<file path="src/rtl/core/opus_pkg.sv">
// opus_pkg: shared constants, types and helpers of the OLED pixel update sequencer.
// Used by opus_front, opus_queue, opus_back and the top level. No dependencies.

package opus_pkg;

   // Display geometry
   localparam int DISPLAY_WIDTH  = 128;
   localparam int DISPLAY_HEIGHT = 64;
   localparam int PAGE_ROWS      = 8;

   localparam int PAGE_COUNT  = DISPLAY_HEIGHT / PAGE_ROWS;
   localparam int STORE_DEPTH = DISPLAY_WIDTH * PAGE_COUNT;
   localparam int ADDR_W      = (STORE_DEPTH > 1) ? $clog2(STORE_DEPTH) : 1;
   localparam int PAGE_W      = (PAGE_COUNT > 1) ? $clog2(PAGE_COUNT) : 1;

   // Fixed field widths
   localparam int COL_W  = 7;
   localparam int ROW_W  = 6;
   localparam int BYTE_W = 8;
   localparam int BIT_W  = 3;

   // Controller command codes
   localparam logic [BYTE_W-1:0] OP_COLUMN_RANGE = 8'h21;
   localparam logic [BYTE_W-1:0] OP_PAGE_RANGE   = 8'h22;

   // One classified pixel update waiting for the back end
   typedef struct packed {
      logic [COL_W-1:0]  column;
      logic [PAGE_W-1:0] page;
      logic [ADDR_W-1:0] addr;
      logic [BYTE_W-1:0] mask;
      logic              turn_on;
   } entry_type;

   // Transaction slot within one update
   typedef enum logic [6:0] {
      STEP_COL_OP     = 7'b0000001,
      STEP_COL_START  = 7'b0000010,
      STEP_COL_END    = 7'b0000100,
      STEP_PAGE_OP    = 7'b0001000,
      STEP_PAGE_START = 7'b0010000,
      STEP_PAGE_END   = 7'b0100000,
      STEP_DATA       = 7'b1000000
   } step_type;

   // Back-end sequencer states
   typedef enum logic [2:0] {
      ST_CLEAR = 3'b001,
      ST_IDLE  = 3'b010,
      ST_EMIT  = 3'b100
   } state_type;

   // Queue status seen by its producer and consumer
   typedef struct packed {
      logic full;
      logic empty;
   } qstat_type;

endpackage

</file>
<file path="src/rtl/core/opus_queue.sv">
// opus_queue: two-entry queue of classified updates between front and back end.
// Depends on opus_pkg.

module opus_queue (
   input  logic                clock,
   input  logic                reset,
   input  logic                push,
   input  opus_pkg::entry_type wdata,
   input  logic                pop,
   output opus_pkg::entry_type rdata,
   output opus_pkg::qstat_type stat
);

   opus_pkg::entry_type slot_ff [2];
   logic                wr_ptr_ff, wr_ptr_in;
   logic                rd_ptr_ff, rd_ptr_in;
   logic [1:0]          count_ff, count_in;

   assign stat.full  = (count_ff == 2'd2);
   assign stat.empty = (count_ff == 2'd0);
   assign rdata      = slot_ff[rd_ptr_ff];

   // Pointer and occupancy update
   always_comb begin
      wr_ptr_in = wr_ptr_ff ^ push;
      rd_ptr_in = rd_ptr_ff ^ pop;
      count_in  = count_ff + {1'b0, push} - {1'b0, pop};
   end

   always_ff @(posedge clock) begin
      if (reset) begin
         wr_ptr_ff <= 1'b0;
         rd_ptr_ff <= 1'b0;
         count_ff  <= 2'd0;
      end else begin
         wr_ptr_ff <= wr_ptr_in;
         rd_ptr_ff <= rd_ptr_in;
         count_ff  <= count_in;
      end
   end

   // Entry storage
   always_ff @(posedge clock) begin
      if (push) begin
         slot_ff[wr_ptr_ff] <= wdata;
      end
   end

endmodule

</file>
<file path="config.mk">
export PLATFORM = sky130hd
export DESIGN_NAME = opus_queue
export DESIGN_NICKNAME = d
export VERILOG_FILES = /design/src/rtl/core/opus_pkg.sv /design/src/rtl/core/opus_queue.sv
export SDC_FILE = /design/constraint.sdc
export NUM_CORES = 1
export LEC_CHECK = 0
export BUFFER_PORTS_ARGS = -buffer_cell sky130_fd_sc_hd__buf_2
export CORE_ASPECT_RATIO = 0.5
export CORE_MARGIN = 10
export CORE_UTILIZATION = 40
export CTS_CLUSTER_DIAMETER = 150
export DETAILED_ROUTE_END_ITERATION = 7
export GPL_ROUTABILITY_DRIVEN = 0
export HOLD_SLACK_MARGIN = 0.15
export PLACE_DENSITY = 0.63
export SLEW_MARGIN = 5
export SYNTH_ARGS = -nofsm -noshare
export SYNTH_HDL_FRONTEND = slang
export SYNTH_SLANG_ARGS = --single-unit
</file>
<file path="constraint.sdc">
create_clock -name clock -period 2.1 [get_ports clock]
set_clock_uncertainty 0.15 [all_clocks]
set_input_delay 0.21 -clock clock [delete_from_list [all_inputs] [get_ports clock]]
set_output_delay 0.21 -clock clock [all_outputs]
set_load 0.02 [all_outputs]
</file>
==> Yosys cells after proc, flatten, opt, wreduce, memory -nomap -nowiden <==
Memory sizes are Yosys's and may differ from the RTL's. A register that Yosys moved wholly into a read port is not among the register bits.
Cells that the tools add are included.
{ "totals": {"regBits": 4, "ramBits": 58, "input_bits": 33, "out_inout_bits": 31, "word_cells": 13, "memories": 1} }
{ "classes": {"add_sub_neg": 2, "eq_ne": 1, "mux": 3, "bitwise_logic": 2, "n_reduce_logical": 1} }
{ "memory_table": {"columns": ["name", "words", "word_bits", "rd", "rd_ports_with_merged_regs", "wr", "line", "rtl"], "rows": [
  ["slot_ff", 2, 29, 1, 1, 1, "opus_queue.sv:14", "opus_pkg::entry_type slot_ff [2];"]
]} }
{ "op_table": {"columns": ["op", "count"], "rows": [
  ["$mux W1", 3],
  ["$add A2 B1 Y2", 1],
  ["$eq A2 B2 Y1 const B", 1],
  ["$logic_not A2 Y1", 1],
  ["$sub A2 B1 Y2", 1],
  ["$xor A1 B1 Y1", 2]
]} }

==> Longest topological paths before layout <==
{ "depth": {"depth_word": 2, "depth_mapped": 6, "ltp_nobuf": 6} }

==> Worst setup path after synthesis <==
No wires, ideal clock.
{ "synth_timing": {"path_kind": "register -> register", "from": "register wr_ptr_ff", "to": "memory slot_ff[0][0] in the netlist's numbering (enable)", "setup_time_ns": 0.389, "arrival_ns": 1.099, "slack_ns": 0.463, "stages_incl_launch_ff": 3, "n_path_buf": 0, "cell_sequence": "dfxtp_1 inv_1 ha_1"} }
{ "synth_lines": {"columns": ["element", "line", "rtl"], "rows": [
  ["from (decl)", "opus_queue.sv:15", "logic wr_ptr_ff, wr_ptr_in;"],
  ["from (signal assigned)", "opus_queue.sv:36", "wr_ptr_ff <= wr_ptr_in;"],
  ["to (decl)", "opus_queue.sv:14", null]
]} }
Straight into the memory's write port.

==> results.md <==
- Status: finished clean
- First-pass GRT wire length: 6910 um
- Post-CTS sizing: 0
- Worst path buffer plus inverter count: 2
- Number of buffers created by CTS: 9
- Die X: 127 um
- Worst-path fanout max: 26
- Element type at the critical path end: primary output
- CTS tree: yes
- FF+latch count, synth: 62
- Worst-skew pair later-pin latency: 320 ps
- Post-DP HPWL: 2920 um
- CP peak stage delay: 470 ps
- Antenna-violating nets left: 0
- Synth Area in Adders: 0.0217
- Sequential fraction of the synthesis area: 0.791
- Synth Area in Compound Gates: 0
- CP Data Arrival Time: 1550 ps
- Post-DR vias/cell: 4.45
- # DRC: 0
- Critical path's top delay family: flip-flops
- CP cell instances: buf_12 -> mux2_2 -> buf_2
- IO buf count: 63
- Clock Pin Slew Worst Setup and Hold Paths: 50 ps
- Most common cell after layout, fill and taps aside: buf_2
- Initial Util: 0.417
- Iter 0 DRT Violations: 56
- Xor and xnor area share after synthesis: 0.0136
- Worst slew pin tran: 406 ps
- Cts hold-fix bufs: 33
- Vias: 1308
- Synth unique cells: 10
- Initial antenna violation count: 0
- Min Hold Slack: 464 ps
- Max_slew headroom: 0.729
- RSZ-0062 raised after global routing: false
- Final Core Density: 0.601
- Gate Count Post-Synth: 109
- Power Dens Cells: 971 mW/mm2
- Final setup viols: 0
- Pleak: 1.30 nW
- Chip height: 73.6 um
- Core box area: 0.00552 mm2
- Max-cap violations: 0
- Share of post-route cells with drive strength above 1: 0.484
- Post-Synth Simple-Gate Area: 0.0120
- Max VDD drop: 0.000506 V
- Num rows: 19
- Number of global-route vias before repair: 1411
- Grt ovf: 0
- YS warnings: 0
- Min-delay src: wdata[23]
- Fmax: 0.524 GHz
- Tmin final: 1910 ps
- Final Max Tran Viols: 0
- Final worst-path cycle share: 0.909
- Most frequent cells in the layout: buf_2, edfxtp_1, dlygate4sd3_1, mux2_2, clkbuf_16
- Total wire length: 4470 um
- Setup TNS: 0 ps
- Clock Root Buffer: clkbuf_16
- Area grow syn2layout: 43.9%
- DIE AREA: 0.00937 mm2
- Crit path kind: flop to primary output
- Antenna diode count: 0
- Synthesized area: 0.00230 mm2
- Reg-to-reg critical path startpoint: wr_ptr_ff
- Post-synth net total: 146
- Number of setup buffers added after CTS: 0
- Hold Violations, Final: 0
- Io pins: 64
- Largest net degree at the start of global routing: 30
- Mux cell area share after synthesis: 0.142
- Main combinational cell family by area after synthesis: multiplexers
- Worst Hold Class: primary input to flop
- GRT Overall Usage: 0.0992
- DR WL/cell: 15.2 um
- Synthesized area per cell: 21.1 um2
- H-Tree Depth: 3
- Worst path required time: 1740 ps
- Sink Count: 62
- Nets@finish: 253
- Slowest-stage cell, CP: dfxtp_1
- Number of detailed-route iterations in the first pass: 4
- CTS Buffer Depth: 2
- Startpoint Class: flop
- CP startpoint: rd_ptr_ff
==> metrics by stage <==
stage	std cells	instance area, um2	setup WS [ps]	total power [mW]
final	294	3310	190	3.22
after global routing	294	3310	126	3.36
after CTS	294	3310	166	3.27
after detailed placement	245	2710	511	1.89
after global placement	245	2710	545	1.88
after floorplan	109	2300	463	1.75
==> kinds of logic after synthesis <==
group / count (synthesis)
xor+xnor: 2
flops: 62
fa+ha+maj: 4
simple gates: 6
mux: 29
buf+inv: 6
==> cells in the mapped netlist <==
| cell | n | area (um2) |
|---|---|---|
| mux2_2 | 29 | 327 |
| nor2b_1 | 2 | 12.5 |
| buf_6 | 3 | 33.8 |
| dfxtp_1 | 4 | 80.1 |
| nor2_1 | 4 | 15.0 |
| ha_1 | 4 | 50.1 |
| xnor3_1 | 1 | 22.5 |
| inv_1 | 3 | 11.3 |
| xnor2_1 | 1 | 8.76 |
| edfxtp_1 | 58 | 1740 |
==> power by group <==
group | leakage, nW | switching (mW) | internal, mW
Sequential | 0.578 | 0.0265 | 1.45
Clock | 0.134 | 0.446 | 0.858
Combinational | 0.583 | 0.229 | 0.211
Total | 1.30 | 0.701 | 2.51
==> registers in the layout (all words and copies together), names as in the netlist <==
name       flops
slot_ff       58
rd_ptr_ff      1
count_ff       2
wr_ptr_ff      1
==> area by class of cell <==
cell class,instances,area [um2]
fill,435,2200
clock buffer,15,268
tap,73,91.3
inverter,3,11.3
sequential,62,1820
clock inverter,1,5.00
multi-input combinational,41,435
timing repair buffer,99,681
==> path summary, 6_finish.rpt <==
kind	to	slack [ps]	depth (start not counted)
hold / removal	slot_ff[0][23]	460	2
setup / recovery	rdata[5]	190	3
setup reg to reg	wr_ptr_ff	630	4
hold reg to reg	rd_ptr_ff	500	2
==> routing by layer <==
layer  routed length [um]  up-vias  GRT usage
met5                    0        -          0
met4                   70        0     0.0489
met3                  252        7     0.0546
met2                 2530       28      0.182
met1                 1610      640     0.0880
li1                     -      633          -
(Power assumes the default switching activity.)
