==> config.mk <==
export PLATFORM = sky130hd
export DESIGN_NAME = opus_front
export DESIGN_NICKNAME = d
export VERILOG_FILES = /design/src/rtl/core/opus_pkg.sv /design/src/rtl/core/opus_front.sv
export SDC_FILE = /design/constraint.sdc
export NUM_CORES = 1
export LEC_CHECK = 0
export BUFFER_PORTS_ARGS = -buffer_cell sky130_fd_sc_hd__buf_4
export CAP_MARGIN = 20
export CORE_AREA = 2 2 39 41
export DETAILED_ROUTE_END_ITERATION = 7
export DIE_AREA = 0 0 41 43
export GPL_ROUTABILITY_DRIVEN = 0
export PLACE_DENSITY = 0.66
export RECOVER_POWER = 100
export SETUP_SLACK_MARGIN = 0.15
export SLEW_MARGIN = 20
export SYNTH_ARGS = -nofsm -noshare
export SYNTH_HDL_FRONTEND = slang
export SYNTH_SLANG_ARGS = --single-unit
==> constraint.sdc <==
create_clock -name vclk -period 0.8
set_input_delay 0.04 -clock vclk [all_inputs]
set_output_delay 0.04 -clock vclk [all_outputs]
set_load 0.05 [all_outputs]
==> src/rtl/core/opus_pkg.sv <==
// opus_pkg: shared constants, types and helpers of the OLED pixel update sequencer.
// Used by opus_front, opus_queue, opus_back and the top level. No dependencies.

package opus_pkg;

   // Display geometry
   localparam int DISPLAY_WIDTH  = 128;
   localparam int DISPLAY_HEIGHT = 64;
   localparam int PAGE_ROWS      = 8;

   localparam int PAGE_COUNT  = DISPLAY_HEIGHT / PAGE_ROWS;
   localparam int STORE_DEPTH = DISPLAY_WIDTH * PAGE_COUNT;
   localparam int ADDR_W      = (STORE_DEPTH > 1) ? $clog2(STORE_DEPTH) : 1;
   localparam int PAGE_W      = (PAGE_COUNT > 1) ? $clog2(PAGE_COUNT) : 1;

   // Fixed field widths
   localparam int COL_W  = 7;
   localparam int ROW_W  = 6;
   localparam int BYTE_W = 8;
   localparam int BIT_W  = 3;

   // Controller command codes
   localparam logic [BYTE_W-1:0] OP_COLUMN_RANGE = 8'h21;
   localparam logic [BYTE_W-1:0] OP_PAGE_RANGE   = 8'h22;

   // One classified pixel update waiting for the back end
   typedef struct packed {
      logic [COL_W-1:0]  column;
      logic [PAGE_W-1:0] page;
      logic [ADDR_W-1:0] addr;
      logic [BYTE_W-1:0] mask;
      logic              turn_on;
   } entry_type;

   // Transaction slot within one update
   typedef enum logic [6:0] {
      STEP_COL_OP     = 7'b0000001,
      STEP_COL_START  = 7'b0000010,
      STEP_COL_END    = 7'b0000100,
      STEP_PAGE_OP    = 7'b0001000,
      STEP_PAGE_START = 7'b0010000,
      STEP_PAGE_END   = 7'b0100000,
      STEP_DATA       = 7'b1000000
   } step_type;

   // Back-end sequencer states
   typedef enum logic [2:0] {
      ST_CLEAR = 3'b001,
      ST_IDLE  = 3'b010,
      ST_EMIT  = 3'b100
   } state_type;

   // Queue status seen by its producer and consumer
   typedef struct packed {
      logic full;
      logic empty;
   } qstat_type;

endpackage

==> src/rtl/core/opus_front.sv <==
// opus_front: accepts pixel requests, drops out-of-range ones, and turns the
// rest into a store address, page number and bit mask. Depends on opus_pkg.

module opus_front (
   input  logic                             clock,
   input  logic                             reset,
   input  logic                             req_valid,
   output logic                             req_ready,
   input  logic [opus_pkg::COL_W-1:0]       req_column,
   input  logic [opus_pkg::ROW_W-1:0]       req_row,
   input  logic                             req_turn_on,
   input  logic                             store_ready,
   input  opus_pkg::qstat_type              q_stat,
   output logic                             q_push,
   output opus_pkg::entry_type              q_wdata
);

   logic                            in_range;
   logic [opus_pkg::ROW_W-1:0]      page_full;
   logic [opus_pkg::BIT_W-1:0]      bit_sel;
   logic [opus_pkg::ADDR_W+8:0]     addr_wide;

   // Stall while the store is being cleared or the queue has no room
   assign req_ready = store_ready & ~q_stat.full;

   // Range check against the display size
   assign in_range = (32'(req_column) < 32'(opus_pkg::DISPLAY_WIDTH)) &&
                     (32'(req_row) < 32'(opus_pkg::DISPLAY_HEIGHT));

   // Page and bit within the page
   assign page_full = opus_pkg::ROW_W'(req_row / opus_pkg::PAGE_ROWS);
   assign bit_sel   = opus_pkg::BIT_W'(req_row % opus_pkg::PAGE_ROWS);
   assign addr_wide = (opus_pkg::ADDR_W+9)'(page_full) *
                      (opus_pkg::ADDR_W+9)'(opus_pkg::DISPLAY_WIDTH) +
                      (opus_pkg::ADDR_W+9)'(req_column);

   always_comb begin
      q_wdata.column  = req_column;
      q_wdata.page    = opus_pkg::PAGE_W'(page_full);
      q_wdata.addr    = opus_pkg::ADDR_W'(addr_wide);
      q_wdata.mask    = opus_pkg::BYTE_W'(1) << bit_sel;
      q_wdata.turn_on = req_turn_on;
   end

   // Out-of-range items are taken but never queued
   assign q_push = req_valid & req_ready & in_range;

endmodule

# [Yosys cells after proc, flatten, opt, wreduce, memory -nomap -nowiden]
# Cells that the tools add are included.
# W data, S select, Z words.
[op_classes] add_sub_neg=1 shift=1 n_bitwise=3
[op_table] cell="$add A10 B7 Y10" n=1
[op_table] cell="$shl A1 B3 Y8 const A" n=1
[op_table] cell="$and A1 B1 Y1" n=2
[op_table] cell="$not A1 Y1" n=1
[totals] register_bits=0 input_bits=20 output_inout_bits=31 word_cells=5

# [Longest topological paths before layout]
# Gate-level depths: netlist of the first run.
[depth] depth_word=3 mapped_depth=1 depth_no_buf=1

# [Worst setup path before layout of the first run]
# No wires, ideal clock.
[synth_timing] path_type="input to output" start="in req_row[1] (netlist name)" end="out q_wdata[2] (netlist name)" arrival_ps=1198 t_required_ps=760 slack_ps=-438 cell_stages=1 path_buffers=0 path_cell_list="nor3b_1"
[synth_via] elab_chain_len=1
[synth_rtl] element="start, declared" line="opus_front.sv:10" rtl="input logic [opus_pkg::ROW_W-1:0] req_row,"
[synth_rtl] element="$shl A1 B3 Y8" line="opus_front.sv:41" rtl="q_wdata.mask = opus_pkg::BYTE_W'(1) << bit_sel;"
[synth_rtl] element="end, declared" line="opus_front.sv:15" rtl="output opus_pkg::entry_type q_wdata"
# No other way between the ends.

==> results.cfg, run 1 <==
[worst_hold_path]
hold_path.class = in -> out
min_from = req_row[5]
hold_path_depth = 0
holdPathEnd = q_wdata[18]

[worst_setup_path]
max_stage_delay_ns = 0.26
crit_type = in -> out
worstSetupStartpointType = input pin
critPathTopFamily = buffers and inverters
cp_max_fo = 8
path_cells = buf_4 > and3_2 > clkbuf_2
crit_path_end_kind = output pin
path_buf_inv = 2
worstPathArrival_ns = 0.63
crit_slowest_cell = clkbuf_2
critical_path_required_ns = 0.76

[sta]
fmax_ghz = 1.48
drv_slew = 0
worstMarginPinSlew_ns = 0.279
period_share_pct = 84.3
rsz0062_at_grt = false
final.min_clock_period_ns = 0.674
whs_ns = 0.0800
setup_viol = 0
tns_ns = 0
slew_headroom_pct = 81.5
hold_viol = 0

[drt]
drc = 0
wirelength_um = 414
drt_pass1_iterations = 1
num_vias = 150
drtAntennaViolNets = 0
vias_per_cell = 3.57
drt_iter0_markers = 0
drt-wirelength-per-cell_um = 9.86

[cells_and_area]
final_layout_size_suffix_gt1_share_pct = 96.2
multi_input_area_sq_um = 121
clock_buffers = 0
flops_and_latches = 0
final_cell_mix = buf_4, buf_6, and3b_2, clkbuf_2, nor3b_4
final_nets = 48
seq_area_sq_um = 0
area_delta_synth_final_pct = 16.3
antennaDiodeCount = 0
fillers = 155
final_common_cell = buf_4
instances_no_fill = 42

[yosys]
synthCells = 31
yosys_warnings = 0
synth_fp_nets = 51
avgSynthCellArea_sq_um = 7.67
synthTopCellsByArea = buf_4, and3b_2, nor3b_1
synth_top_area_share_pct = 66.3
syn_area_sq_um = 238
seq_area_frac_synth_pct = 0
synth_cell_type_count = 7
yosysTopAreaCell = buf_4

[grt]
grt_antenna_before_repair = 0
grt_max_degree = 9
grt_usage_pct = 3.50
grt_overflow = 0
grt_pass1_wl_um = 455
grt_pass1_vias = 126

[pwr]
p_seq_share_pct = 0
p_leak_nw = 0.139
swShare_pct = 61.5
vdd_drop_max_mv = 0.161
intPower_w = 0.0000710
power_frac_clock_pct = 0
finalPower_w = 0.000185
power_frac_comb_pct = 100.0
power_density_nw_per_um2 = 667
p_sw_w = 0.000114

[flow_run]
cap_violations = 0

[die]
die_w_um = 41
start_util_pct = 17.2
die_y_um = 43
design.die.area_sq_um = 1760
pin_count = 51
num_rows = 14
core_area_sq_um = 1380

[place]
post-place-cells = 42
io_buffers = 16

[run_status]
outcome = finished, final reports clean
final cells by class:
cell class / instances / area share [%]
Tap cell: 16 / 7.24
Timing Repair Buffer: 16 / 48.9
Multi-Input combinational cell: 10 / 43.9
how the worst max path moves through the flow:
stage	start	end	slack (ns)	depth (start not counted)
global route	req_row[0]	q_wdata[8]	0.09	3
global placement	req_row[0]	q_wdata[7]	0.15	3
detailed placement	req_row[0]	q_wdata[7]	0.15	3
CTS	req_row[2]	q_wdata[4]	0.15	3
finish	req_row[0]	q_wdata[8]	0.13	3
floorplan	req_row[1]	q_wdata[2]	0.05	1
logic make-up (layout without fill, tap and decap cells):
| logic type | count (synthesis) | count (layout) | synth area share (%) |
|---|---|---|---|
| buffers and inverters | 21 | 16 | 66.3 |
| and+or+nand+nor | 10 | 10 | 33.7 |
per-layer routing:
layer / up-vias / global-route usage (%) / share of wire [%]
met5: - / 0 / 0
met4: 0 / 0 / 0
met3: 0 / 3.14 / 24
met2: 21 / 7.50 / 54
met1: 58 / 1.58 / 22
li1: 71 / - / -
synthesized netlist by cell type (all sizes together):
master and instances:
nor2b 1, nor3b 3, and3b 4, buf 21, nor3 1, and3 1
power groups by stage:
stage / sequential, W / combinational (W) / clock, W
global placement: 0 / 0.000179 / 0
CTS: 0 / 0.000182 / 0
detailed placement: 0 / 0.000181 / 0
global route: 0 / 0.000195 / 0
floorplan: 0 / 0.000387 / 0
finish: 0 / 0.000185 / 0
per-stage QoR:
step | instance area (sq um) | utilization, % | setup WS (ns)
finish | 277 | 20.0 | 0.126
global route | 277 | 20.0 | 0.0901
CTS | 265 | 19.2 | 0.151
detailed placement | 262 | 18.9 | 0.149
global placement | 262 | 18.9 | 0.148
floorplan | 279 | - | 0.0540
timing repair:
item,in CTS,in global routing
hold buffers,0,0
gates cloned,0,0
hold endpoints to repair,0,0
resized for setup,1,5
buffers inserted,0,0
endpoints found under the setup margin,1,5
pin swaps,0,0
Power figures use the tool's default switching activity.
==> inputs of run 2 (changes only) <==
- ABC_AREA: unset -> 1
- PLACE_DENSITY: 0.66 -> unset
==> results.cfg, run 2 <==
[run_status]
outcome = finished, final reports clean

[place]
dpl.hpwl_um = 357
io_buffers = 16
post-place-cells = 52
pre_cts_ws_ns = 0.154

[sta]
whs_ns = 0.0800
rsz0062_at_grt = false
setup_viol = 0
hold_viol = 0
postLayoutSetupSlackWorst_ns = 0.114
fmax_ghz = 1.46
period_share_pct = 85.7
slew_headroom_pct = 81.5
drv_slew = 0
final.min_clock_period_ns = 0.686
tns_ns = 0
worstMarginPinSlew_ns = 0.279

[worst_setup_path]
crit_path_end_kind = output pin
crit_slowest_cell = clkbuf_2
crit_type = in -> out
path_cells = buf_4 > inv_2 > nand2_2 > nor2_1 > clkbuf_2
path_buf_inv = 3
worstPathArrival_ns = 0.65
worstSetupStartpointType = input pin
critical_path_required_ns = 0.76
max_stage_delay_ns = 0.28
cp_max_fo = 3
critPathTopFamily = buffers and inverters

[yosys]
synthTopCellsByCount = buf_4, nor2_1, inv_1, nand2_1, inv_2
yosysMostFrequentCell = buf_4
synth_top_area_share_pct = 67.7
avgSynthCellArea_sq_um = 5.68
yosysTopAreaCell = buf_4
seq_area_frac_synth_pct = 0
synthTopCellsByArea = buf_4, nor2_1, inv_1
synth_cell_type_count = 5
syn_area_sq_um = 233
synth_fp_nets = 61
yosys_warnings = 0
synthCells = 41

[drt]
vias_per_cell = 3.56
wirelength_um = 416
drt_iter0_markers = 0
drt_pass1_iterations = 1
drtAntennaViolNets = 0
num_vias = 185
drt-wirelength-per-cell_um = 8.00
drc = 0

[die]
start_util_pct = 16.8
num_rows = 14
design.die.area_sq_um = 1760
pin_count = 51
core_area_sq_um = 1380
die_y_um = 43
die_w_um = 41

[clock_tree]
cts_hold_buffers = 0
cts_setup_buffers = 0

[grt]
grt_pass1_vias = 149
grt_pass1_wl_um = 489
grt_max_degree = 6
grt_overflow = 0
met2_usage_pct = 8.13
grt_usage_pct = 3.60
met1_usage_pct = 1.90
grt_antenna_before_repair = 0
grt_use_met3_pct = 0.524
top_usage_layer = met2

[cells_and_area]
flops_and_latches = 0
multi_input_area_sq_um = 77.6
instances_no_fill = 52
clock_buffers = 0
antennaDiodeCount = 0
area_delta_synth_final_pct = 3.23
seq_area_sq_um = 0
final_common_cell = nor2_2
final_layout_size_suffix_gt1_share_pct = 80.6
final_cell_mix = nor2_2, buf_4, clkbuf_2
final_nets = 58
fillers = 161

[pwr]
finalPower_w = 0.000174
power_density_nw_per_um2 = 723
vdd_drop_max_mv = 0.107
p_leak_nw = 0.140

[flow_run]
cap_violations = 0

[worst_hold_path]
hold_path.class = in -> out
-- run 2: area by class of cell --
cell class / count / share of cell area [%]
timing repair buffer: 16 / 50.0
multi-input combinational: 14 / 32.3
inverter: 6 / 9.38
tap: 16 / 8.33
-- run 2: path summary, 6_finish.rpt --
kind | start | end | slack, ns | depth (start not counted)
min | req_turn_on | q_wdata[0] | 0.08 | 0
max | req_row[0] | q_wdata[3] | 0.11 | 5
-- run 2: through the flow --
step	area, sq um	util (%)
floorplan	240	-
global placement	223	16.1
detailed placement	223	16.1
CTS	223	16.1
global route	240	17.4
finish	240	17.4
-- run 2: where the power goes --
group / internal (W) / total (W) / leakage [nW] / switching, W
Clock: 0 / 0 / 0 / 0
Sequential: 0 / 0 / 0 / 0
Combinational: 0.0000546 / 0.000174 / 0.140 / 0.000119
Total: 0.0000546 / 0.000174 / 0.140 / 0.000119
-- run 2: per-layer routing --
metal | part of all wire (%) | up-vias
met1 | 25 | 77
li1 | - | 86
met4 | 3.8 | 0
met3 | 21 | 6
met5 | 0 | -
met2 | 50 | 16
-- run 2: cell families after synthesis --
family | after synthesis | synth area share, %
and+or+nand+nor | 14 | 22.6
buffers and inverters | 27 | 77.4
-- run 2: timing repair --
item | 4_1_cts | 5_1_grt
gates resized for setup | 0 | 14
setup endpoints to repair | 0 | 6
hold endpoints to repair | 0 | 0
